===== src/mtq_ram.sv =====
module mtq_ram #(
    parameter int WIDTH  = 8,
    parameter int DEPTH  = 32,
    parameter int ADDR_W = 5
) (
    input  logic              clk,
    input  logic              we,
    input  logic [ADDR_W-1:0] waddr,
    input  logic [WIDTH-1:0]  wdata,
    input  logic              re,
    input  logic [ADDR_W-1:0] raddr,
    output logic [WIDTH-1:0]  rdata
);

    logic [WIDTH-1:0] mem_reg [DEPTH];
    logic [WIDTH-1:0] rdata_reg;

    // Read returns the old word on a same-address write
    always_ff @(posedge clk)
    begin
        if (we)
        begin
            mem_reg[waddr] <= wdata;
        end
        if (re)
        begin
            rdata_reg <= mem_reg[raddr];
        end
    end

    assign rdata = rdata_reg;

endmodule


===== config.mk =====
export PLATFORM = sky130hd
export DESIGN_NAME = mtq_ram
export DESIGN_NICKNAME = d
export VERILOG_FILES = /design/src/mtq_ram.sv
export SDC_FILE = /design/constraint.sdc
export NUM_CORES = 1
export LEC_CHECK = 0
export ABC_AREA = 1
export CAP_MARGIN = 30
export CORE_ASPECT_RATIO = 0.6
export CORE_MARGIN = 1
export CORE_UTILIZATION = 38
export DETAILED_ROUTE_END_ITERATION = 10
export DONT_BUFFER_PORTS = 1
export GPL_TIMING_DRIVEN = 0
export SLEW_MARGIN = 20
export SYNTH_ARGS = -nofsm -noshare
export SYNTH_HDL_FRONTEND = slang
export SYNTH_SLANG_ARGS = --single-unit

===== constraint.sdc =====
create_clock -name clk -period 2.1 [get_ports clk]
set_input_delay 0.21 -clock clk [delete_from_list [all_inputs] [get_ports clk]]
set_output_delay 0.21 -clock clk [all_outputs]
set_load 0.01 [all_outputs]

# Word level (Yosys, flattened, before mapping)
# Memories as Yosys holds them, arrays and structs flattened. A register that Yosys moved wholly into a read port is not among the register bits.
# Index checks and enable logic that the tools add are counted.
[totals]
latchBits = 0
romBits = 0
mem_bits_rw = 256
memories = 1
ff_bits = 0
out_inout_bits = 8
elab_cells = 3
[memory_table]
columns = ["memory", "depth", "word_bits", "read_ports", "rd_ports_with_merged_regs", "wr", "line", "text"]
rows = [
  ["mem_reg", 32, 8, 1, 1, 1, "15", "logic [WIDTH-1:0] mem_reg [DEPTH];"],
]
[op_classes]
mux = 2
n_eq_ne = 0
n_bitwise = 0
div = 0
n_shift = 0
multipliers = 0
add_sub_neg = 0
reduce_logical = 0
order_cmp = 0
[op_table]
columns = ["operator", "n"]
rows = [
  ["$mux 1", 2],
]

# Logic depth before layout (Yosys ltp)
[logic_depth]
word_depth = 2
mapped_depth = 11
mapped_depth_nobuf = 9

# Worst setup path before layout
# No wires, ideal clock.
[synth_path]
path_kind = "input to register"
startpoint = "in waddr[0]"
endpoint = "mem mem_reg[0][0], enable pin"
n_path_buf = 0
path_stages = 3
path_slack_ps = 856
required_ps = 1730
t_arrival_ps = 874
cell_sequence = "inv_1 nand3_1 nor2_1"
[synth_rtl]
columns = ["element", "line", "text"]
rows = [
  ["start, declared", "8", "input logic [ADDR_W-1:0] waddr,"],
  ["end, declared", "15", ""],
]
# No word-level cell before the write port.

# Final worst setup path
[layout_path]
startpoint = "in waddr[0]"
endpoint = "mem mem_reg[10][5], enable pin"
# No word-level cell before the write port.

==> results by group <==
Yosys
  • Mapped Area: roughly 11000 um^2
  • Syn avg cell area: around 12 um^2
  • Flops & latches, synth: approximately 260
  • Top cell type's share of synthesized area: 0.730
  • Largest cells by area after synthesis: edfxtp_1 (73%), nand2_1 (12%), nand3_1 (9.4%)
  • Area leader, netlist: edfxtp_1
  • Synth Instances: 922
  • Mapped Nets: about 940
  • Sequential share of the synthesized area: 0.730
  • Post-synth cell types: 11
  • Synth warn: 0

Place
  • Placed wire-length estimate: approximately 20000 um
  • Place WS: between 0.15 and 0.2 ns
  • # port buffers: 0
  • GP Congestion: roughly 0.86
  • Post-DP Area: around 11000 um^2

STA
  • Rel. slew slack: 0.365
  • Post-route worst setup slack: 0.698 ns
  • Hold WS: -0.000620 ns
  • Hold Violations, Final: 1
  • Setup TNS: 0 ns
  • Clk_skew: ~0.021 ns
  • Final setup fails: 0
  • Slew Limit Fails: 0
  • Slew at the pin with the worst max-slew slack: ~0.95 ns
  • Max frequency: approximately 700 MHz
  • RSZ-0062 raised after global routing: false
  • Crit path time final: roughly 1.4 ns
  • Period utilisation layout: 0.668

Worst setup path
  • Worst Path Arrival: around 1.6 ns
  • Crit path max fanout: 8
  • Critical Path Sink Type: flip-flop
  • Setup CP Type: in -> reg
  • Startpoint Class: input port
  • Worst endpoint required time: 2.27 ns

Route
  • Vias/cell: 5.29
  • Routed wire length: approximately 30000 um
  • Met3 routed WL: between 3000 and 4000 um
  • Vias: 7142
  • Highest metal used: met4
  • DR WL/cell: ~23 um
  • Drt pass-1 iters: 5
  • Drt drc: 0
  • Initial DRC count: 946
  • WL met1: around 15000 um
  • ANT nets after route: 0
  • Routed wl met2: around 12000 um

Run
  • Max Cap Viol: 0

Floorplan
  • Core box area: ~28000 um^2
  • Die Width: 220 um
  • Chip height: between 100 and 150 um
  • Initial Util: 0.391
  • Die area: around 29000 um^2
  • IO Pins: 29
  • Row cnt: between 40 and 50

Pwr
  • Pwr/cell area: approximately 900 nW/um^2
  • P_leak: approximately 4.5 nW
  • Peak supply drop: about 0.00047 V

Layout
  • Max reg flops: about 260
  • Layout Nets: roughly 1000
  • # fillers: around 2600
  • Design Area, Final: 12300 um^2
  • Multi-input gate area: 2490 um^2
  • Area delta synth->final: 13.4%
  • Sequential cell area: about 8000 um^2
  • Ratio of cells with drive above 1 in the final layout: 0.0887

Global route
  • First-pass GRT wire length: ~45000 um
  • Largest net degree at the start of global routing: 33
  • GRT overflow: 0
  • GRT Total Usage: 0.215
  • Number of antenna violations at the first check in global routing: 1
  • Vias in the first global route: between 6000 and 7000

CTS
  • Root Driver: clkbuf_16
  • H-Tree Depth: 1
  • Maximum clock insertion buffer count: 3
  • CTS tree: done
  • CTS Buf Count: 25
  • CTS Hold Bufs: 14
  • CTS Sinks: ~260
  • Postcts setup bufs: 0
  • Post-CTS Resized: 0
  • Worst-path clk slew: 0.06 ns
  • Later-pin clock latency in the skew report: between 0.5 and 0.6 ns

Run status
  • Run status: finished, violations left
  • Failing checks: hold timing

Hold path
  • Hold crit path type: in -> reg
## critical path: stages
cell and delay (ns):
inv_1 0.05, nand3_1 0.40, nor2_1 0.90
## per-stage QoR
step | power (mW) | hold WS, ns | utilization | instances
2_1_floorplan | 6.44 | 0.309 | - | 922
3_3_place_gp | 6.65 | 0.312 | 0.407 | 1289
3_5_place_dp | 6.66 | 0.312 | 0.407 | 1289
4_1_cts | 11.1 | 0.000144 | 0.443 | 1347
5_1_grt | 11.4 | 0.00233 | 0.443 | 1348
6_report | 11.1 | -0.000620 | 0.443 | 1349
## cells in the final DEF, fill, tap and decap left out
master	Yosys	routed
clkbuf_1	7	12
nand2_1	360	360
clkinv_1	0	6
bufinv_16	0	2
edfxtp_1	264	264
buf_6	24	24
buf_4	4	5
diode_2	0	1
buf_1	2	2
inv_2	2	2
clkbuf_16	0	25
buf_2	15	15
nand3_1	204	204
inv_1	8	8
nor2_1	32	32
clkinv_2	0	3
buf_12	0	8
clkinvlp_4	0	2
dlygate4sd3_1	0	6
inv_6	0	1
## cell usage after synthesis (all sizes together)
cell type,instances
buf,45
nand3,204
inv,10
clkbuf,7
nor2,32
nand2,360
edfxtp,264
## path summary, 6_finish.rpt
| check | cells past startpoint | slack (ns) | startpoint | endpoint |
|---|---|---|---|---|
| min reg2reg | 8 | 0.87 | mem_reg[7][7]$_DFFE_PP_ | rdata[7]$_DFFE_PP_ |
| min | 1 | -0.0006 | wdata[2] | mem_reg[7][2]$_DFFE_PP_ |
| max reg2reg | 8 | 0.72 | mem_reg[3][1]$_DFFE_PP_ | rdata[1]$_DFFE_PP_ |
| max | 3 | 0.70 | waddr[0] | mem_reg[10][5]$_DFFE_PP_ |
## routing by layer
layer,GRT usage,vias to the layer above
met5,0,-
met4,0.0326,0
met3,0.0701,29
met2,0.276,317
met1,0.350,3491
li1,-,3305
## where the power goes
part	leakage, nW	total (mW)	internal, mW	switching, mW
registers	2.39	5.90	5.88	0.0265
logic	1.74	0.799	0.231	0.567
clock network	0.368	4.40	2.43	1.97
total	4.49	11.1	8.54	2.57
## cell families after synthesis
logic type	Yosys count	share of synthesized area
flops	264	0.730
simple gates	596	0.229
buf+inv	62	0.0411
## cell type report
type,count,area share
flip-flops and latches,264,0.643
multi-input cells,596,0.202
clock buffers,30,0.0523
well taps,367,0.0373
plain buffers,52,0.0332
repair buffers,15,0.0185
clock inverters,14,0.00985
inverters,10,0.00305
diodes,1,0.000203
No activity file was read; power rests on OpenSTA's default activity.
