**src/mtq_pkg.sv**
```systemverilog
package mtq_pkg;

    // Sensor table
    localparam int MAX_SENSORS = 32;
    localparam int SID_W       = 5;
    localparam int MEM_DEPTH   = (MAX_SENSORS < (1 << SID_W)) ? MAX_SENSORS : (1 << SID_W);
    localparam int ADDR_W      = (MEM_DEPTH > 1) ? $clog2(MEM_DEPTH) : 1;

    // Datapath widths
    localparam int POS_W    = 32;
    localparam int DIFF_W   = POS_W + 1;
    localparam int DSUM_W   = POS_W + 3;
    localparam int CNT_W    = 8;
    localparam int THR_W    = 20;
    localparam int GAIN_W   = 9;
    localparam int FRAC_W   = GAIN_W - 1;
    localparam int ACC_W    = DIFF_W + GAIN_W + 1;

    // Stream packing
    localparam int IN_BITS  = SID_W + 3 * POS_W;
    localparam int TDATA_W  = ((IN_BITS + 7) / 8) * 8;
    localparam int PAD_W    = TDATA_W - IN_BITS;

    // Configuration port
    localparam int CFG_IDX_W  = 3;
    localparam int CFG_DATA_W = THR_W;

    localparam logic [GAIN_W-1:0] GAIN_ONE = GAIN_W'(1 << FRAC_W);
    localparam logic [CNT_W-1:0]  CNT_MAX  = '1;

    localparam logic [CNT_W-1:0]  RST_ACTIVATION  = CNT_W'(5);
    localparam logic [CNT_W-1:0]  RST_DISAPPEARED = CNT_W'(5);
    localparam logic [CNT_W-1:0]  RST_HOLDS_STILL = CNT_W'(5);
    localparam logic [CNT_W-1:0]  RST_NOISE       = CNT_W'(2);
    localparam logic [THR_W-1:0]  RST_HOLD_DIST   = THR_W'(1024);
    localparam logic [THR_W-1:0]  RST_NOISE_DIST  = THR_W'(102400);
    localparam logic [GAIN_W-1:0] RST_GAIN        = GAIN_W'(0);
    localparam logic [GAIN_W-1:0] RST_STILL_GAIN  = GAIN_W'(0);

    typedef enum logic [CFG_IDX_W-1:0] {
        CFG_ACTIVATION  = 3'd0,
        CFG_DISAPPEARED = 3'd1,
        CFG_HOLDS_STILL = 3'd2,
        CFG_NOISE       = 3'd3,
        CFG_HOLD_DIST   = 3'd4,
        CFG_NOISE_DIST  = 3'd5,
        CFG_GAIN        = 3'd6,
        CFG_STILL_GAIN  = 3'd7
    } cfg_index_t;

    typedef struct packed {
        logic [CNT_W-1:0]  activation_amount;
        logic [CNT_W-1:0]  disappeared_amount;
        logic [CNT_W-1:0]  holds_still_amount;
        logic [CNT_W-1:0]  noise_amount;
        logic [THR_W-1:0]  hold_distance;
        logic [THR_W-1:0]  noise_distance;
        logic [GAIN_W-1:0] filter_gain;
        logic [GAIN_W-1:0] still_filter_gain;
    } cfg_t;

    // Per-sensor flags and counters, one word of the control RAM
    typedef struct packed {
        logic             has_last;
        logic             active;
        logic             still;
        logic [CNT_W-1:0] act_cnt;
        logic [CNT_W-1:0] gone_cnt;
        logic [CNT_W-1:0] still_cnt;
        logic [CNT_W-1:0] noise_cnt;
    } ctrl_t;

    // x sits in the lowest bits
    typedef struct packed {
        logic signed [POS_W-1:0] z;
        logic signed [POS_W-1:0] y;
        logic signed [POS_W-1:0] x;
    } pos_t;

    typedef struct packed {
        ctrl_t             nxt;
        logic              pos_we;
        logic              emit;
        logic              use_filter;
        logic [GAIN_W-1:0] gain;
    } upd_t;

endpackage

```
**src/mtq_cfg.sv**
```systemverilog
module mtq_cfg
    import mtq_pkg::*;
(
    input  logic                  clk,
    input  logic                  rst_n,
    input  logic                  cfg_we,
    input  logic [CFG_IDX_W-1:0]  cfg_index,
    input  logic [CFG_DATA_W-1:0] cfg_data,
    output cfg_t                  cfg
);

    cfg_t cfg_reg;
    cfg_t cfg_next;

    always_comb
    begin
        cfg_next = cfg_reg;
        if (cfg_we)
        begin
            case (cfg_index_t'(cfg_index))
                CFG_ACTIVATION:  cfg_next.activation_amount  = cfg_data[CNT_W-1:0];
                CFG_DISAPPEARED: cfg_next.disappeared_amount = cfg_data[CNT_W-1:0];
                CFG_HOLDS_STILL: cfg_next.holds_still_amount = cfg_data[CNT_W-1:0];
                CFG_NOISE:       cfg_next.noise_amount       = cfg_data[CNT_W-1:0];
                CFG_HOLD_DIST:   cfg_next.hold_distance      = cfg_data[THR_W-1:0];
                CFG_NOISE_DIST:  cfg_next.noise_distance     = cfg_data[THR_W-1:0];
                CFG_GAIN:        cfg_next.filter_gain        = cfg_data[GAIN_W-1:0];
                CFG_STILL_GAIN:  cfg_next.still_filter_gain  = cfg_data[GAIN_W-1:0];
                default:         cfg_next = cfg_reg;
            endcase
        end
    end

    always_ff @(posedge clk or negedge rst_n)
    begin
        if (!rst_n)
        begin
            cfg_reg.activation_amount  <= RST_ACTIVATION;
            cfg_reg.disappeared_amount <= RST_DISAPPEARED;
            cfg_reg.holds_still_amount <= RST_HOLDS_STILL;
            cfg_reg.noise_amount       <= RST_NOISE;
            cfg_reg.hold_distance      <= RST_HOLD_DIST;
            cfg_reg.noise_distance     <= RST_NOISE_DIST;
            cfg_reg.filter_gain        <= RST_GAIN;
            cfg_reg.still_filter_gain  <= RST_STILL_GAIN;
        end
        else
        begin
            cfg_reg <= cfg_next;
        end
    end

    assign cfg = cfg_reg;

endmodule

```
**config.mk**
```make
export PLATFORM = sky130hd
export DESIGN_NAME = mtq_cfg
export DESIGN_NICKNAME = d
export VERILOG_FILES = /design/src/mtq_pkg.sv /design/src/mtq_cfg.sv
export SDC_FILE = /design/constraint.sdc
export NUM_CORES = 1
export LEC_CHECK = 0
export BUFFER_PORTS_ARGS = -buffer_cell sky130_fd_sc_hd__buf_4
export CAP_MARGIN = 20
export CORE_MARGIN = 5
export CORE_UTILIZATION = 50
export DETAILED_ROUTE_END_ITERATION = 7
export MAX_ROUTING_LAYER = met4
export PLACE_DENSITY = 0.84
export SYNTH_ARGS = -nofsm -noshare
export SYNTH_HDL_FRONTEND = slang
export SYNTH_SLANG_ARGS = --single-unit
```
**constraint.sdc**
```tcl
create_clock -name clk -period 0.9 [get_ports clk]
set_input_delay 0.09 -clock clk [delete_from_list [all_inputs] [get_ports clk]]
set_output_delay 0.09 -clock clk [all_outputs]
set_load 0.01 [all_outputs]
```
Yosys cells after proc, flatten, opt, wreduce, memory -nomap -nowiden
Index checks and enable logic that the tools add are counted.
- logic and storage cells: 24
- output and inout port bits: 90
- register bits: 90
- equal/unequal tests: 7
- reductions and logical operators: 9
- operator list (cell ; count):
    $reduce_and A2 Y1 ; 8
    $eq A3 B3 Y1 const B ; 4
    $eq A3 B2 Y1 const B ; 2
    $eq A3 B1 Y1 const B ; 1
    $logic_not A3 Y1 ; 1

Longest topological paths before layout
- depth after elaboration: 2
- depth in mapped cells: 4

Worst setup path after synthesis
Ideal clock, no wire load.
- path kind: in2reg
- from: input cfg_index[1]
- to: register cfg_reg (netlist bit cfg[38])
- slack: -0.294 ns
- cell stages on the path: 4
- setup time: 0.125 ns
- arrival: 1.069 ns
- cells stage by stage: buf_2 -> and4bb_2 -> buf_2 -> mux2_2
- cells in the longest elaborated chain, start to end: 2
- ends and longest elaborated chain (element ; line ; source):
    start, declared ; mtq_cfg.sv:7 ; input logic [CFG_IDX_W-1:0] cfg_index,
    $eq A3 B3 Y1 ; mtq_cfg.sv:20 ; case (cfg_index_t'(cfg_index))
    $reduce_and A2 Y1 (no source line) ; -- ;
    end signal, assigned ; mtq_cfg.sv:49 ; cfg_reg <= cfg_next;
    end, declared ; mtq_cfg.sv:12 ; cfg_t cfg_reg;
No other way between the ends.
A chain may end at the register's enable or synchronous reset.

Worst setup path after layout
- from: register cfg_reg (netlist bit cfg[34])
- to: output cfg[34] (netlist name)
- RTL lines (element ; line ; source):
    end, declared ; mtq_cfg.sv:9 ; output cfg_t cfg
No word-level cell between the ends.

==> metrics <==
hold path depth=2; failing checks=negative setup slack; GRT Residual Overflow=0; DRC Markers=0; Largest register FFs=90; drt total wl=9583 um; Final Worst Setup Slack=-186.5 ps; Max Buffers Root-to-Sink=2; leading cell type in the layout, fill and taps excluded=buf_6; largest net degree at the start of global routing=40; Worst Hold Launch=cfg_data[4]; Initial Util=0.5106; Leak=2.773 nW; core area=6719 um^2; number of antenna violations at the first check in global routing=0; Ys Warns=0; post-synthesis cell type count=11; Die Y=92.84 um; R2R Path End=cfg[36]$_DFFE_PN0P_; area delta synth->final=67.80%; Mapped Cells=198; Root Buffer=clkbuf_8; worst path bufs/invs=1; r2r startpoint=cfg[36]$_DFFE_PN0P_; fmax=0.9204 GHz; Comb power frac=0.370; synthesis-stage register bit count=90; first-pass GRT wire length=14950 um; post-route antenna net violation count=0; leading cell types in the layout, fill and taps excluded=buf_6, dfrtp_1, buf_4; Clock power frac=0.185; delay-heaviest family, CP=flip-flops; Routability Congestion=0.7715; ant diodes=0; min Tclk post-route=1087 ps; Pwr Total=0.01297 W; Syn Nets=224; max-cap viol count=0; CTS clk-pin slew, worst paths=80 ps; vias per inst=5.197; critical path data required time=810 ps; Power Density=2253 nW/um^2; vias in the first global route=2815; Crit. End Element=output port; CP max-delay cell=dfstp_2; layout cells sized above 1=0.7474; Final #Nets=409; Worst-Skew Late Latency=340 ps; hpwl dp=5833 um; Seq/Total Area, Yosys=0.6605; Crit Path Class=reg -> out; Port Buffers=115; cts bufs inserted=9; setup_tns=-7563 ps; Rel. slew slack=0.8514; CP Cell Sequence=buf_6; outcome=finished with violations; syn avg cell area=17.33 um^2; r2r setup slk=-30 ps; worst min-delay path class=in -> reg; CTS tree=done; clk_skew=0 ps; initial DRC count=32; Int Power=0.009364 W; sequential power share=0.445; Tot GR Track Use=0.2326; clock sinks=90; Least-Margin Pin Slew=222.9 ps; drt first pass iters=5; Mapped Area=3431 um^2; Hold Path End=cfg[42]$_DFFE_PN0P_; net switching power=0.003608 W; R2R depth=2; Largest stage delay, worst path=550 ps; final setup fails=111; Die W=92.84 um; H-tree depth=3; wire length per cell=20.48 um; setup repair after global routing missed its margin=true; Sw Share=0.2781; via count=2432; crit path DAT=1000 ps; row count=30; Final Hold Fails=0; fin crit share=1.207; io pins=116; CP Max Fanout=2; Fin Hold WS=48.16 ps; crit start category=flip-flop; Worst VDD drop=0.001602 V; Pins Over Slew Limit=0; die area=8618 um^2
[kinds of logic (layout without fill, tap and decap cells)]
| group | count (synthesis) | count (layout) | share of synthesized area |
|---|---|---|---|
| simple gates | 8 | 8 | 0.02772 |
| flops | 90 | 90 | 0.6605 |
| mux | 90 | 90 | 0.2954 |
| buf+inv | 10 | 200 | 0.01641 |
[layer usage]
| layer | global-route usage | wire [um] | up-vias |
|---|---|---|---|
| met5 | - | 0 | - |
| met4 | 0.07082 | 169 | 0 |
| met3 | 0.06499 | 614 | 17 |
| met2 | 0.3977 | 5006 | 92 |
| met1 | 0.2670 | 3792 | 1248 |
| li1 | - | - | 1075 |
[Yosys cell counts]
library cell  number  area share
nand4b_2           1      0.0044
mux2_2            90        0.30
nor4bb_1           2      0.0058
buf_6              1      0.0033
nand4_1            1      0.0018
buf_2              9       0.013
and4bb_2           1      0.0036
dfstp_2           11       0.084
dfrtp_1           79        0.58
nor4b_4            1      0.0069
nand4b_1           2      0.0051
[worst max path at each step]
stage                   startpoint             endpoint  slack, ps  cells after the start
4_1_cts        cfg[59]$_DFFE_PN1P_              cfg[59]       -200                      1
2_1_floorplan         cfg_index[0]  cfg[83]$_DFFE_PN0P_       -260                      3
3_3_place_gp          cfg_index[1]  cfg[75]$_DFFE_PN0P_       -310                      4
5_1_grt        cfg[59]$_DFFE_PN1P_              cfg[59]       -220                      1
3_5_place_dp          cfg_index[2]  cfg[73]$_DFFE_PN0P_       -340                      4
6_report       cfg[34]$_DFFE_PN1P_              cfg[34]       -190                      1
[what timing repair did]
action	CTS	global route
hold endpoints to repair	111	0
setup buffers	30	8
gates resized for setup	91	36
endpoints found under the setup margin	90	120
hold buffers	13	0
[worst reg2reg max path, delay by kind of cell (launching register included)]
| family | cells | cell delay [ps] |
|---|---|---|
| flops | 1 | 410 |
| mux | 1 | 260 |
| buf+inv | 1 | 150 |
[power groups by stage]
stage	Sequential, W	Combinational (W)	Clock, W
detailed placement	0.00560	0.00340	0
CTS	0.00568	0.00444	0.00244
finish	0.00578	0.00480	0.00240
global route	0.00588	0.00507	0.00263
floorplan	0.00595	0.00109	0
global placement	0.00557	0.00331	0
[area by class of cell]
| type | instances | area, um^2 |
|---|---|---|
| clock buffers | 13 | 148.9 |
| multi-input cells | 98 | 1304 |
| fillers | 290 | 962.2 |
| repair buffers | 184 | 1921 |
| well taps | 80 | 100.1 |
| flip-flops and latches | 90 | 2266 |
| clock inverters | 3 | 17.52 |
[per-stage QoR]
stage | worst slack (ps) | utilization | std cells | instance area (um^2)
6_report | -186.5 | 0.8568 | 468 | 5757
5_1_grt | -221.5 | 0.8568 | 468 | 5757
4_1_cts | -204.0 | 0.8263 | 460 | 5552
3_5_place_dp | -336.8 | 0.6978 | 401 | 4688
3_3_place_gp | -309.0 | 0.6978 | 401 | 4688
2_1_floorplan | -260.4 | - | 198 | 3626
Power figures use the tool's default switching activity.
