--- src/mtq_pkg.sv ---
package mtq_pkg;

    // Sensor table
    localparam int MAX_SENSORS = 32;
    localparam int SID_W       = 5;
    localparam int MEM_DEPTH   = (MAX_SENSORS < (1 << SID_W)) ? MAX_SENSORS : (1 << SID_W);
    localparam int ADDR_W      = (MEM_DEPTH > 1) ? $clog2(MEM_DEPTH) : 1;

    // Datapath widths
    localparam int POS_W    = 32;
    localparam int DIFF_W   = POS_W + 1;
    localparam int DSUM_W   = POS_W + 3;
    localparam int CNT_W    = 8;
    localparam int THR_W    = 20;
    localparam int GAIN_W   = 9;
    localparam int FRAC_W   = GAIN_W - 1;
    localparam int ACC_W    = DIFF_W + GAIN_W + 1;

    // Stream packing
    localparam int IN_BITS  = SID_W + 3 * POS_W;
    localparam int TDATA_W  = ((IN_BITS + 7) / 8) * 8;
    localparam int PAD_W    = TDATA_W - IN_BITS;

    // Configuration port
    localparam int CFG_IDX_W  = 3;
    localparam int CFG_DATA_W = THR_W;

    localparam logic [GAIN_W-1:0] GAIN_ONE = GAIN_W'(1 << FRAC_W);
    localparam logic [CNT_W-1:0]  CNT_MAX  = '1;

    localparam logic [CNT_W-1:0]  RST_ACTIVATION  = CNT_W'(5);
    localparam logic [CNT_W-1:0]  RST_DISAPPEARED = CNT_W'(5);
    localparam logic [CNT_W-1:0]  RST_HOLDS_STILL = CNT_W'(5);
    localparam logic [CNT_W-1:0]  RST_NOISE       = CNT_W'(2);
    localparam logic [THR_W-1:0]  RST_HOLD_DIST   = THR_W'(1024);
    localparam logic [THR_W-1:0]  RST_NOISE_DIST  = THR_W'(102400);
    localparam logic [GAIN_W-1:0] RST_GAIN        = GAIN_W'(0);
    localparam logic [GAIN_W-1:0] RST_STILL_GAIN  = GAIN_W'(0);

    typedef enum logic [CFG_IDX_W-1:0] {
        CFG_ACTIVATION  = 3'd0,
        CFG_DISAPPEARED = 3'd1,
        CFG_HOLDS_STILL = 3'd2,
        CFG_NOISE       = 3'd3,
        CFG_HOLD_DIST   = 3'd4,
        CFG_NOISE_DIST  = 3'd5,
        CFG_GAIN        = 3'd6,
        CFG_STILL_GAIN  = 3'd7
    } cfg_index_t;

    typedef struct packed {
        logic [CNT_W-1:0]  activation_amount;
        logic [CNT_W-1:0]  disappeared_amount;
        logic [CNT_W-1:0]  holds_still_amount;
        logic [CNT_W-1:0]  noise_amount;
        logic [THR_W-1:0]  hold_distance;
        logic [THR_W-1:0]  noise_distance;
        logic [GAIN_W-1:0] filter_gain;
        logic [GAIN_W-1:0] still_filter_gain;
    } cfg_t;

    // Per-sensor flags and counters, one word of the control RAM
    typedef struct packed {
        logic             has_last;
        logic             active;
        logic             still;
        logic [CNT_W-1:0] act_cnt;
        logic [CNT_W-1:0] gone_cnt;
        logic [CNT_W-1:0] still_cnt;
        logic [CNT_W-1:0] noise_cnt;
    } ctrl_t;

    // x sits in the lowest bits
    typedef struct packed {
        logic signed [POS_W-1:0] z;
        logic signed [POS_W-1:0] y;
        logic signed [POS_W-1:0] x;
    } pos_t;

    typedef struct packed {
        ctrl_t             nxt;
        logic              pos_we;
        logic              emit;
        logic              use_filter;
        logic [GAIN_W-1:0] gain;
    } upd_t;

endpackage

--- src/mtq_update.sv ---
module mtq_update
    import mtq_pkg::*;
(
    input  ctrl_t                    cur,
    input  logic signed [DSUM_W-1:0] dsum,
    input  cfg_t                     cfg,
    output upd_t                     upd
);

    logic [DSUM_W-1:0] jump;
    logic              moved;
    logic              small_move;
    logic              big_move;
    logic [GAIN_W-1:0] gain_sel;
    ctrl_t             n;

    function automatic logic [CNT_W-1:0] sat_inc(input logic [CNT_W-1:0] c);
        sat_inc = (c == CNT_MAX) ? CNT_MAX : c + CNT_W'(1);
    endfunction

    assign jump       = dsum[DSUM_W-1] ? unsigned'(-dsum) : unsigned'(dsum);
    assign moved      = (dsum != '0);
    assign small_move = moved && (jump < DSUM_W'(cfg.hold_distance));
    assign big_move   = jump > DSUM_W'(cfg.noise_distance);

    always_comb
    begin
        n              = cur;
        upd.pos_we     = 1'b0;
        upd.use_filter = 1'b0;
        gain_sel       = cfg.filter_gain;
        if (!cur.has_last)
        begin
            // first sample: store it as is
            n.has_last = 1'b1;
            upd.pos_we = 1'b1;
        end
        else if (!cur.active)
        begin
            if (moved)
            begin
                n.act_cnt = sat_inc(cur.act_cnt);
            end
            else if (cur.act_cnt != '0)
            begin
                n.act_cnt = cur.act_cnt - CNT_W'(1);
            end
            if (n.act_cnt > cfg.activation_amount)
            begin
                n.act_cnt = '0;
                n.active  = 1'b1;
            end
            upd.pos_we = 1'b1;
        end
        else
        begin
            n.gone_cnt = moved ? '0 : sat_inc(cur.gone_cnt);
            if (n.gone_cnt > cfg.disappeared_amount)
            begin
                n = '0;
            end
            if (small_move)
            begin
                n.still_cnt = sat_inc(n.still_cnt);
            end
            else
            begin
                n.still_cnt = '0;
                n.still     = 1'b0;
            end
            if (n.still_cnt > cfg.holds_still_amount)
            begin
                n.still = 1'b1;
            end
            n.noise_cnt = big_move ? sat_inc(n.noise_cnt) : '0;
            if (n.noise_cnt > cfg.noise_amount)
            begin
                n = '0;
            end
            gain_sel       = n.still ? cfg.still_filter_gain : cfg.filter_gain;
            upd.use_filter = 1'b1;
            // hold the stored position while a noise run is open
            if (n.noise_cnt == '0)
            begin
                upd.pos_we = 1'b1;
                n.has_last = 1'b1;
            end
        end
        upd.nxt  = n;
        upd.emit = n.active;
        upd.gain = gain_sel[GAIN_W-1] ? GAIN_ONE : gain_sel;
    end

endmodule

--- config.mk ---
export PLATFORM = sky130hd
export DESIGN_NAME = mtq_update
export DESIGN_NICKNAME = d
export VERILOG_FILES = /design/src/mtq_pkg.sv /design/src/mtq_update.sv
export SDC_FILE = /design/constraint.sdc
export NUM_CORES = 1
export LEC_CHECK = 0
export ABC_CLOCK_PERIOD_IN_PS = 21300
export BUFFER_PORTS_ARGS = -buffer_cell sky130_fd_sc_hd__clkbuf_2
export CAP_MARGIN = 5
export CORE_ASPECT_RATIO = 1.2
export CORE_MARGIN = 4
export CORE_UTILIZATION = 42
export DETAILED_ROUTE_END_ITERATION = 7
export PLACE_DENSITY = 0.72
export SKIP_LAST_GASP = 1
export SYNTH_ARGS = -nofsm -noshare
export SYNTH_HDL_FRONTEND = slang
export SYNTH_SLANG_ARGS = --single-unit
--- constraint.sdc ---
create_clock -name vclk -period 21.3
set_input_delay 6.39 -clock vclk [all_inputs]
set_output_delay 6.39 -clock vclk [all_outputs]
set_load 0.05 [all_outputs]
# After elaboration in Yosys (flattened, before gate mapping)
# Cells that the tools add are included.
dict set report word_totals {
  reg_bits 0
  out_inout_bits 47
  wordCells 61
}
dict set report classes {
  n_addsub 6
  n_lt_le_gt_ge 6
  eq_ne 4
  mux 41
  n_reduce_logical 4
}
# cell count
set ops {}
lappend ops {{35-bit two-way mux} 7}
lappend ops {{8-bit two-way mux} 15}
lappend ops {{9-bit two-way mux} 4}
lappend ops {{35-bit by 20-bit greater-than comparator with 1-bit output} 1}
lappend ops {{35-bit by 20-bit less-than comparator with 1-bit output} 1}
lappend ops {{35-bit negator} 1}
lappend ops {{35-bit nonzero test} 1}
lappend ops {{34-bit two-way mux} 1}
lappend ops {{8-bit by 1-bit adder with 8-bit output, second input constant} 4}
lappend ops {{8-bit == test, second input constant} 4}
lappend ops {{8-bit greater-than comparator} 4}
lappend ops {{24-bit two-way mux} 1}
lappend ops {{1-bit two-way mux} 13}
lappend ops {{8-bit zero test} 1}
lappend ops {{8-bit nonzero test} 1}
lappend ops {{8-bit by 1-bit subtractor with 8-bit output, second input constant} 1}
lappend ops {{1-bit logical AND} 1}

# Logic depth before layout (Yosys ltp)
# Gate-level depths: netlist (run 1).
dict set report logic_depth {
  ltp_word 21
  depth_mapped 32
  depth_no_buf 28
}

# Worst setup path before layout (run 1)
# Ideal clock, no wire load.
dict set report synth_path {
  path_type {in2out}
  start {in dsum[23]}
  end {out upd[0] (netlist name)}
  t_arrival_ns 13.957
  t_required_ns 14.910
  setup_slack_ns 0.953
  stages 31
  n_path_buf 5
  cell_sequence {clkbuf_1 > nor4_2 > nand3_1 > or3_1 > or4_1 > clkbuf_1 > a21oi_1 > ha_1 > nor2b_1 > o21a_1 > o21a_1 > o31ai_1 > clkbuf_1 > clkbuf_1 > and2_1 > ha_1 > nand3_1 > nor4b_1 > nor2_1 > nor3_1 > ha_1 > nor2b_1 > o21a_1 > o21ai_0 > nand2b_1 > a21oi_1 > o21ai_0 > o31a_1 > o21ai_2 > buf_6 > mux2i_1}
}
# element line
set synth_lines {}
lappend synth_lines {{start: declaration} mtq_update.sv:5} ;# input logic signed [DSUM_W-1:0] dsum,
lappend synth_lines {{end: declaration} mtq_update.sv:7} ;# output upd_t upd

==> run summary, run 1 <==
Detail-routed via count per cell = 5.63
Largest net degree at the start of global routing = 43
Top cells by area, synth = sky130_fd_sc_hd__ha_1 (21%), sky130_fd_sc_hd__inv_1 (6.6%), sky130_fd_sc_hd__nand2_1 (5.7%), sky130_fd_sc_hd__xnor2_1 (5.2%), sky130_fd_sc_hd__o21ai_0 (4.9%)
Critical Path Start Type = primary input
Cells after Synth = 713
RSZ-0062 raised after global routing = no
Sw power = 79.3 uW
Hold-fix buffers at CTS = 0
Area growth from synthesis to final layout = 23.2%
Post-Route WL = 14.7 mm
DIE AREA = 12900 um^2
Starting utilization of the core area = 42.7%
Final HPWL DP = 12.9 mm
Net count reported at finish = 1132
Simple-gate portion of the synthesized area = 34.5%
Max IR drop VDD = 0.0115 mV
CP Capture Type = output port
Xor and xnor area share after synthesis = 5.60%
Number of antenna violations at the first check in global routing = 0
Post-layout min period = 20290 ps
Slew at the pin with the worst max-slew slack = 1000 ps
Die boundary height = 124 um
Result of the run = finished clean
Share of synthesized cell area in full adder, half adder and majority cells = 20.8%
Clk network pwr share = 0%
Mapped cell area = 4690 um^2
Post-synthesis sequential area ratio = 0%
Vias in the first global route = 5343
CLK BUF = 0
Average wire per cell in the routed design = 14.4 um
Width of the die = 104 um
Seq Cell Count = 0
Number of maximum-capacitance violations = 0
Antenna viol nets, final = 0
Storage cell area = 0 um^2
Net count after synthesis = 951
Cell type of the slowest stage on the worst timing path = sky130_fd_sc_hd__or4_1
Share of the synthesized area in the top cell type = 20.8%
Number of buffers added for setup after CTS = 0
Met1 global-route usage = 27.2%
Final count of hold timing violations = 0
Power Density = 21.9 nW/um^2
Grt peak-use layer = met2
Post-Synthesis Mean Instance Area = 6.58 um^2
Share of total power in sequential cells = 0%
Sum of negative setup slack = 0 ps
Worst setup path class = in -> out
Area fraction in compound gates after synthesis = 26.3%
Fraction of final layout cells sized beyond drive strength 1 = 26.3%
Final cycle utilization of the critical path = 95.2%
Class of the most critical hold timing path = in -> out
Leak Pwr = 0.00313 uW
Total vias in the final route = 5766
Cell accounting for the most synthesized area = sky130_fd_sc_hd__ha_1
Fmax = 49.3 MHz
Most common cell in the netlist = sky130_fd_sc_hd__inv_1
Ys Warns = 0
Fin worst setup slack = 1010 ps
Global routing usage on met3 = 3.06%
Number of pins with negative max-slew slack in the final report = 0
Placement Setup Slack = 1020 ps
Global-route wire length before repair = 24.2 mm
Count of unique library cells instantiated by Yosys = 77
GRT Resource Usage Total = 21.6%
Stage delay of the slowest cell on the critical path = 610 ps
Gate power share = 100.0%
Most frequent cells after synthesis = sky130_fd_sc_hd__inv_1 (82), sky130_fd_sc_hd__ha_1 (78), sky130_fd_sc_hd__nand2_1 (71), sky130_fd_sc_hd__o21ai_0 (46), sky130_fd_sc_hd__a21oi_1 (45)
Final setup violation count = 0
Largest family of logic cells by synthesized area = simple AND/OR/NAND/NOR gates
Worst max-slew margin expressed relative to the limit = 33.0%
Count of inserted antenna diode cells = 0
Fraction of synthesized area in multiplexers = 3.34%
Required time at the endpoint of the critical path = 14910 ps
M2 GR Usage = 40.3%
Number of buffers inserted by port buffering = 207
Data arrival at the endpoint of the critical path = 13900 ps
Remaining routing DRC violations = 0
Sw Ratio = 62.8%
Core Rows = 42
PostCTS Resize Cnt = 0
Core Footprint = 11000 um^2
# IOs = 207
RePlAce Congestion = 1.01
Worst Path Max Fanout = 17
Remaining Overflow, GRT = 0
DR pass1 iterations = 5
Starting DRC count in detailed routing = 364
Internal power consumption = 47.0 uW
-- area by class of cell --
cell class / count / area, um^2
fillers: 1165 / 5210
inverters: 82 / 308
multi-input cells: 601 / 4250
well taps: 132 / 165
repair buffers: 209 / 1050
-- worst max-delay path: cells and delay by family --
kind | cells | cell delay (ps)
compound gates | 10 | 2390
simple gates | 12 | 3170
fa+ha+maj | 3 | 780
mux | 1 | 350
buf+inv | 4 | 790
-- final timing paths --
path / from / end / cells after the start
max: dsum[23] / upd[8] / 30
min: cfg[3] / upd[3] / 4
-- cell usage in the layout, fill, tap and decap left out, types with 11 or more instances in the layout --
cell type                    n
sky130_fd_sc_hd__clkbuf_2  207
sky130_fd_sc_hd__inv_1      82
sky130_fd_sc_hd__ha_1       78
sky130_fd_sc_hd__nand2_1    71
sky130_fd_sc_hd__o21ai_0    46
sky130_fd_sc_hd__a21oi_1    45
sky130_fd_sc_hd__nor2_1     42
sky130_fd_sc_hd__nand3_1    35
sky130_fd_sc_hd__xnor2_1    28
sky130_fd_sc_hd__nand2b_1   27
sky130_fd_sc_hd__nor3_1     22
sky130_fd_sc_hd__and3_1     18
sky130_fd_sc_hd__nand4_1    15
sky130_fd_sc_hd__a21o_1     14
sky130_fd_sc_hd__mux2i_1    13
sky130_fd_sc_hd__o31ai_1    12
sky130_fd_sc_hd__or3_1      11
-- metrics by stage --
| step | hold slack (ps) | power (uW) | cells | cell area (um^2) | utilization (%) |
|---|---|---|---|---|---|
| CTS | 13200 | 127 | 1024 | 5770 | 52.6 |
| global route | 13240 | 141 | 1024 | 5770 | 52.6 |
| global placement | 13200 | 125 | 1024 | 5770 | 52.6 |
| finish | 13200 | 126 | 1024 | 5770 | 52.6 |
| floorplan | 13000 | 85.9 | 713 | 4690 | - |
| detailed placement | 13200 | 126 | 1024 | 5770 | 52.6 |
-- kinds of logic (layout without fill, tap and decap cells) --
kind of cell             Yosys count  count (layout)
XOR/XNOR                          30              30
multiplexers                      15              15
AO/OA/AOI/OAI                    184             184
buffers and inverters            112             291
AND/OR/NAND/NOR                  294             294
adder cells (fa/ha/maj)           78              78
-- power by group through the flow --
| stage | clock (uW) | sequential, uW | combinational, uW |
|---|---|---|---|
| 2_1_floorplan | 0 | 0 | 85.9 |
| 3_3_place_gp | 0 | 0 | 125 |
| 3_5_place_dp | 0 | 0 | 126 |
| 4_1_cts | 0 | 0 | 127 |
| 5_1_grt | 0 | 0 | 141 |
| 6_report | 0 | 0 | 126 |
-- routing by layer --
metal	wire, um	up-vias
li1	-	2943
met1	6270	2577
met2	7190	224
met3	1080	22
met4	204	0
met5	0	-
No activity file was read; power rests on OpenSTA's default activity.
==> run 2, diff against run 1 <==
--- a/config.mk
+++ b/config.mk
@@ -5,6 +5,7 @@
 export SDC_FILE = /design/constraint.sdc
 export NUM_CORES = 1
 export LEC_CHECK = 0
+export ABC_AREA = 1
 export ABC_CLOCK_PERIOD_IN_PS = 21300
 export BUFFER_PORTS_ARGS = -buffer_cell sky130_fd_sc_hd__clkbuf_2
 export CAP_MARGIN = 5
@@ -12,7 +13,7 @@
 export CORE_MARGIN = 4
 export CORE_UTILIZATION = 42
 export DETAILED_ROUTE_END_ITERATION = 7
-export PLACE_DENSITY = 0.72
+export PLACE_DENSITY = 0.71
 export SKIP_LAST_GASP = 1
 export SYNTH_ARGS = -nofsm -noshare
 export SYNTH_HDL_FRONTEND = slang
==> run 2 against run 1 <==
Cell count is 26% higher. Critical path depth increased by 6. Highest routed layer unchanged. Wire length up 9.1%. Core utilization grew 0.98 points. Sequential share of layout area unchanged. Critical path type unchanged. Synthesized cell count is 31% higher. Clock-buffer cell count is the same. Fmax up 5.1%. Setup slack better by 990 ps. Critical endpoint is now upd[0].
==> run summary, run 2 <==
Result of the run = finished clean
Number of buffers added for setup after CTS = 0
Total vias in the final route = 6423
Class of the most critical hold timing path = in -> out
Antenna viol nets, final = 0
Post-Synthesis Mean Instance Area = 5.44 um^2
Fin util = 53.6%
Number of maximum-capacitance violations = 0
# IOs = 207
Starting utilization of the core area = 43.4%
Wl on met1 = 7.03 mm
Share of the synthesized area in the top cell type = 19.2%
Worst setup path class = in -> out
Final cycle utilization of the critical path = 90.6%
Leak Pwr = 0.00382 uW
Most used cell, CP = sky130_fd_sc_hd__nand2_1
Mapped cell area = 5090 um^2
Post-layout min period = 19300 ps
Cells after Synth = 937
Width of the die = 109 um
Cell area after placement = 6280 um^2
Post-route cell area = 6280 um^2
Critical Path Start Type = primary input
Stage delay of the slowest cell on the critical path = 560 ps
GRT Resource Usage Total = 21.5%
Hold-fix buffers at CTS = 0
Data arrival at the endpoint of the critical path = 12910 ps
Net count reported at finish = 1373
PostCTS Resize Cnt = 0
Fraction of final layout cells sized beyond drive strength 1 = 23.5%
Vias in the first global route = 5764
Die boundary height = 129 um
Largest net degree at the start of global routing = 42
Final count of hold timing violations = 0
Cell accounting for the most synthesized area = sky130_fd_sc_hd__ha_1
Worst slack on hold paths = 13210 ps
Post-Route WL = 16.1 mm
CP Capture Type = output port
Number of antenna violations at the first check in global routing = 0
Worst max-slew margin expressed relative to the limit = 42.9%
Final setup violation count = 0
Most frequent cells after synthesis = sky130_fd_sc_hd__nand2_1 (232), sky130_fd_sc_hd__inv_1 (181), sky130_fd_sc_hd__nor2_1 (98), sky130_fd_sc_hd__ha_1 (78), sky130_fd_sc_hd__nand3_1 (74)
Sum of negative setup slack = 0 ps
Ys Warns = 0
Cell type of the slowest stage on the worst timing path = sky130_fd_sc_hd__nor3_1
CLK BUF = 0
Number of buffers inserted by port buffering = 207
Starting DRC count in detailed routing = 306
DR pass1 iterations = 5
Final HPWL DP = 14.4 mm
RePlAce Congestion = 0.901
Seq Cell Count = 0
Remaining routing DRC violations = 0
Most common library cell in the layout ignoring fill and taps = sky130_fd_sc_hd__nand2_1
Met2 WL = 7.87 mm
Met3 WL post-DR = 1.02 mm
Core Footprint = 11700 um^2
Net count after synthesis = 1175
Post-synthesis sequential area ratio = 0%
Max IR drop VDD = 0.0146 mV
Leading cell types in the layout, fill and taps excluded = sky130_fd_sc_hd__nand2_1 (232), sky130_fd_sc_hd__clkbuf_2 (207), sky130_fd_sc_hd__inv_1 (181), sky130_fd_sc_hd__nor2_1 (98), sky130_fd_sc_hd__ha_1 (78)
Count of unique library cells instantiated by Yosys = 48
Core Rows = 43
Average wire per cell in the routed design = 12.5 um
Highest metal layer with signal wires = met4
Number of pins with negative max-slew slack in the final report = 0
Detail-routed via count per cell = 4.98
Area growth from synthesis to final layout = 23.3%
Count of inserted antenna diode cells = 0
Global-route wire length before repair = 25.4 mm
RSZ-0062 raised after global routing = no
DIE AREA = 14000 um^2
Top cells by area, synth = sky130_fd_sc_hd__ha_1 (19%), sky130_fd_sc_hd__nand2_1 (17%), sky130_fd_sc_hd__inv_1 (13%), sky130_fd_sc_hd__nand3_1 (7.3%), sky130_fd_sc_hd__nor2_1 (7.2%)
Remaining Overflow, GRT = 0
Worst Path Max Fanout = 41
Fmax = 51.8 MHz
Storage cell area = 0 um^2
Required time at the endpoint of the critical path = 14910 ps
Power Density = 22.0 nW/um^2
Most common cell in the netlist = sky130_fd_sc_hd__nand2_1
Slew at the pin with the worst max-slew slack = 856 ps
==> run 2: cell count changes in the layout (fill, tap and decap cells not counted), sizes merged, moves of 18 or more <==
cell	previous run	this run
nand2	72	253
inv	82	184
nor2	43	121
nand3	36	79
nand2b	27	0
and3	18	0
==> run 2: through the flow <==
step                cells  power (uW)  worst slack (ps)
floorplan             937        95.2              3050
global placement     1290         137              2150
detailed placement   1290         138              2060
CTS                  1290         139              2030
global route         1290         154              1220
finish               1290         138              2000
==> run 2: final timing paths <==
path  slack (ps)  depth (start not counted)  endpoint      from
min        13210                          4   upd[18]    cur[6]
max         2000                         36    upd[0]  dsum[34]
==> run 2: kinds of logic (layout without fill, tap and decap cells) <==
logic type / count (synthesis) / after routing / synth area share (%)
AND/OR/NAND/NOR: 493 / 493 / 45.3
buffers and inverters: 198 / 394 / 14.8
AO/OA/AOI/OAI: 143 / 143 / 16.4
adder cells (fa/ha/maj): 78 / 78 / 19.2
XOR/XNOR: 25 / 25 / 4.30
==> run 2: final cells by class <==
class,instances,area (um^2)
fill,1290,5450
inverter,185,694
multi-input combinational,739,4340
tap,157,196
timing repair buffer,209,1050
==> run 2: report_power, final <==
part / switching, uW / internal [uW]
combinational: 90.6 / 47.5
sequential: 0 / 0
clock: 0 / 0
==> run 2: metal layers <==
layer  GRT usage [%]  vias up
li1                -     3430
met1            27.2     2764
met2            40.3      215
met3            2.01       14
met4            2.15        0
met5               0        -
==> run 2: critical path, delay by kind of cell <==
kind            cells  cell delay [ps]
buf+inv             9             1920
simple gates       19             3140
compound gates      5              800
fa+ha+maj           3              620
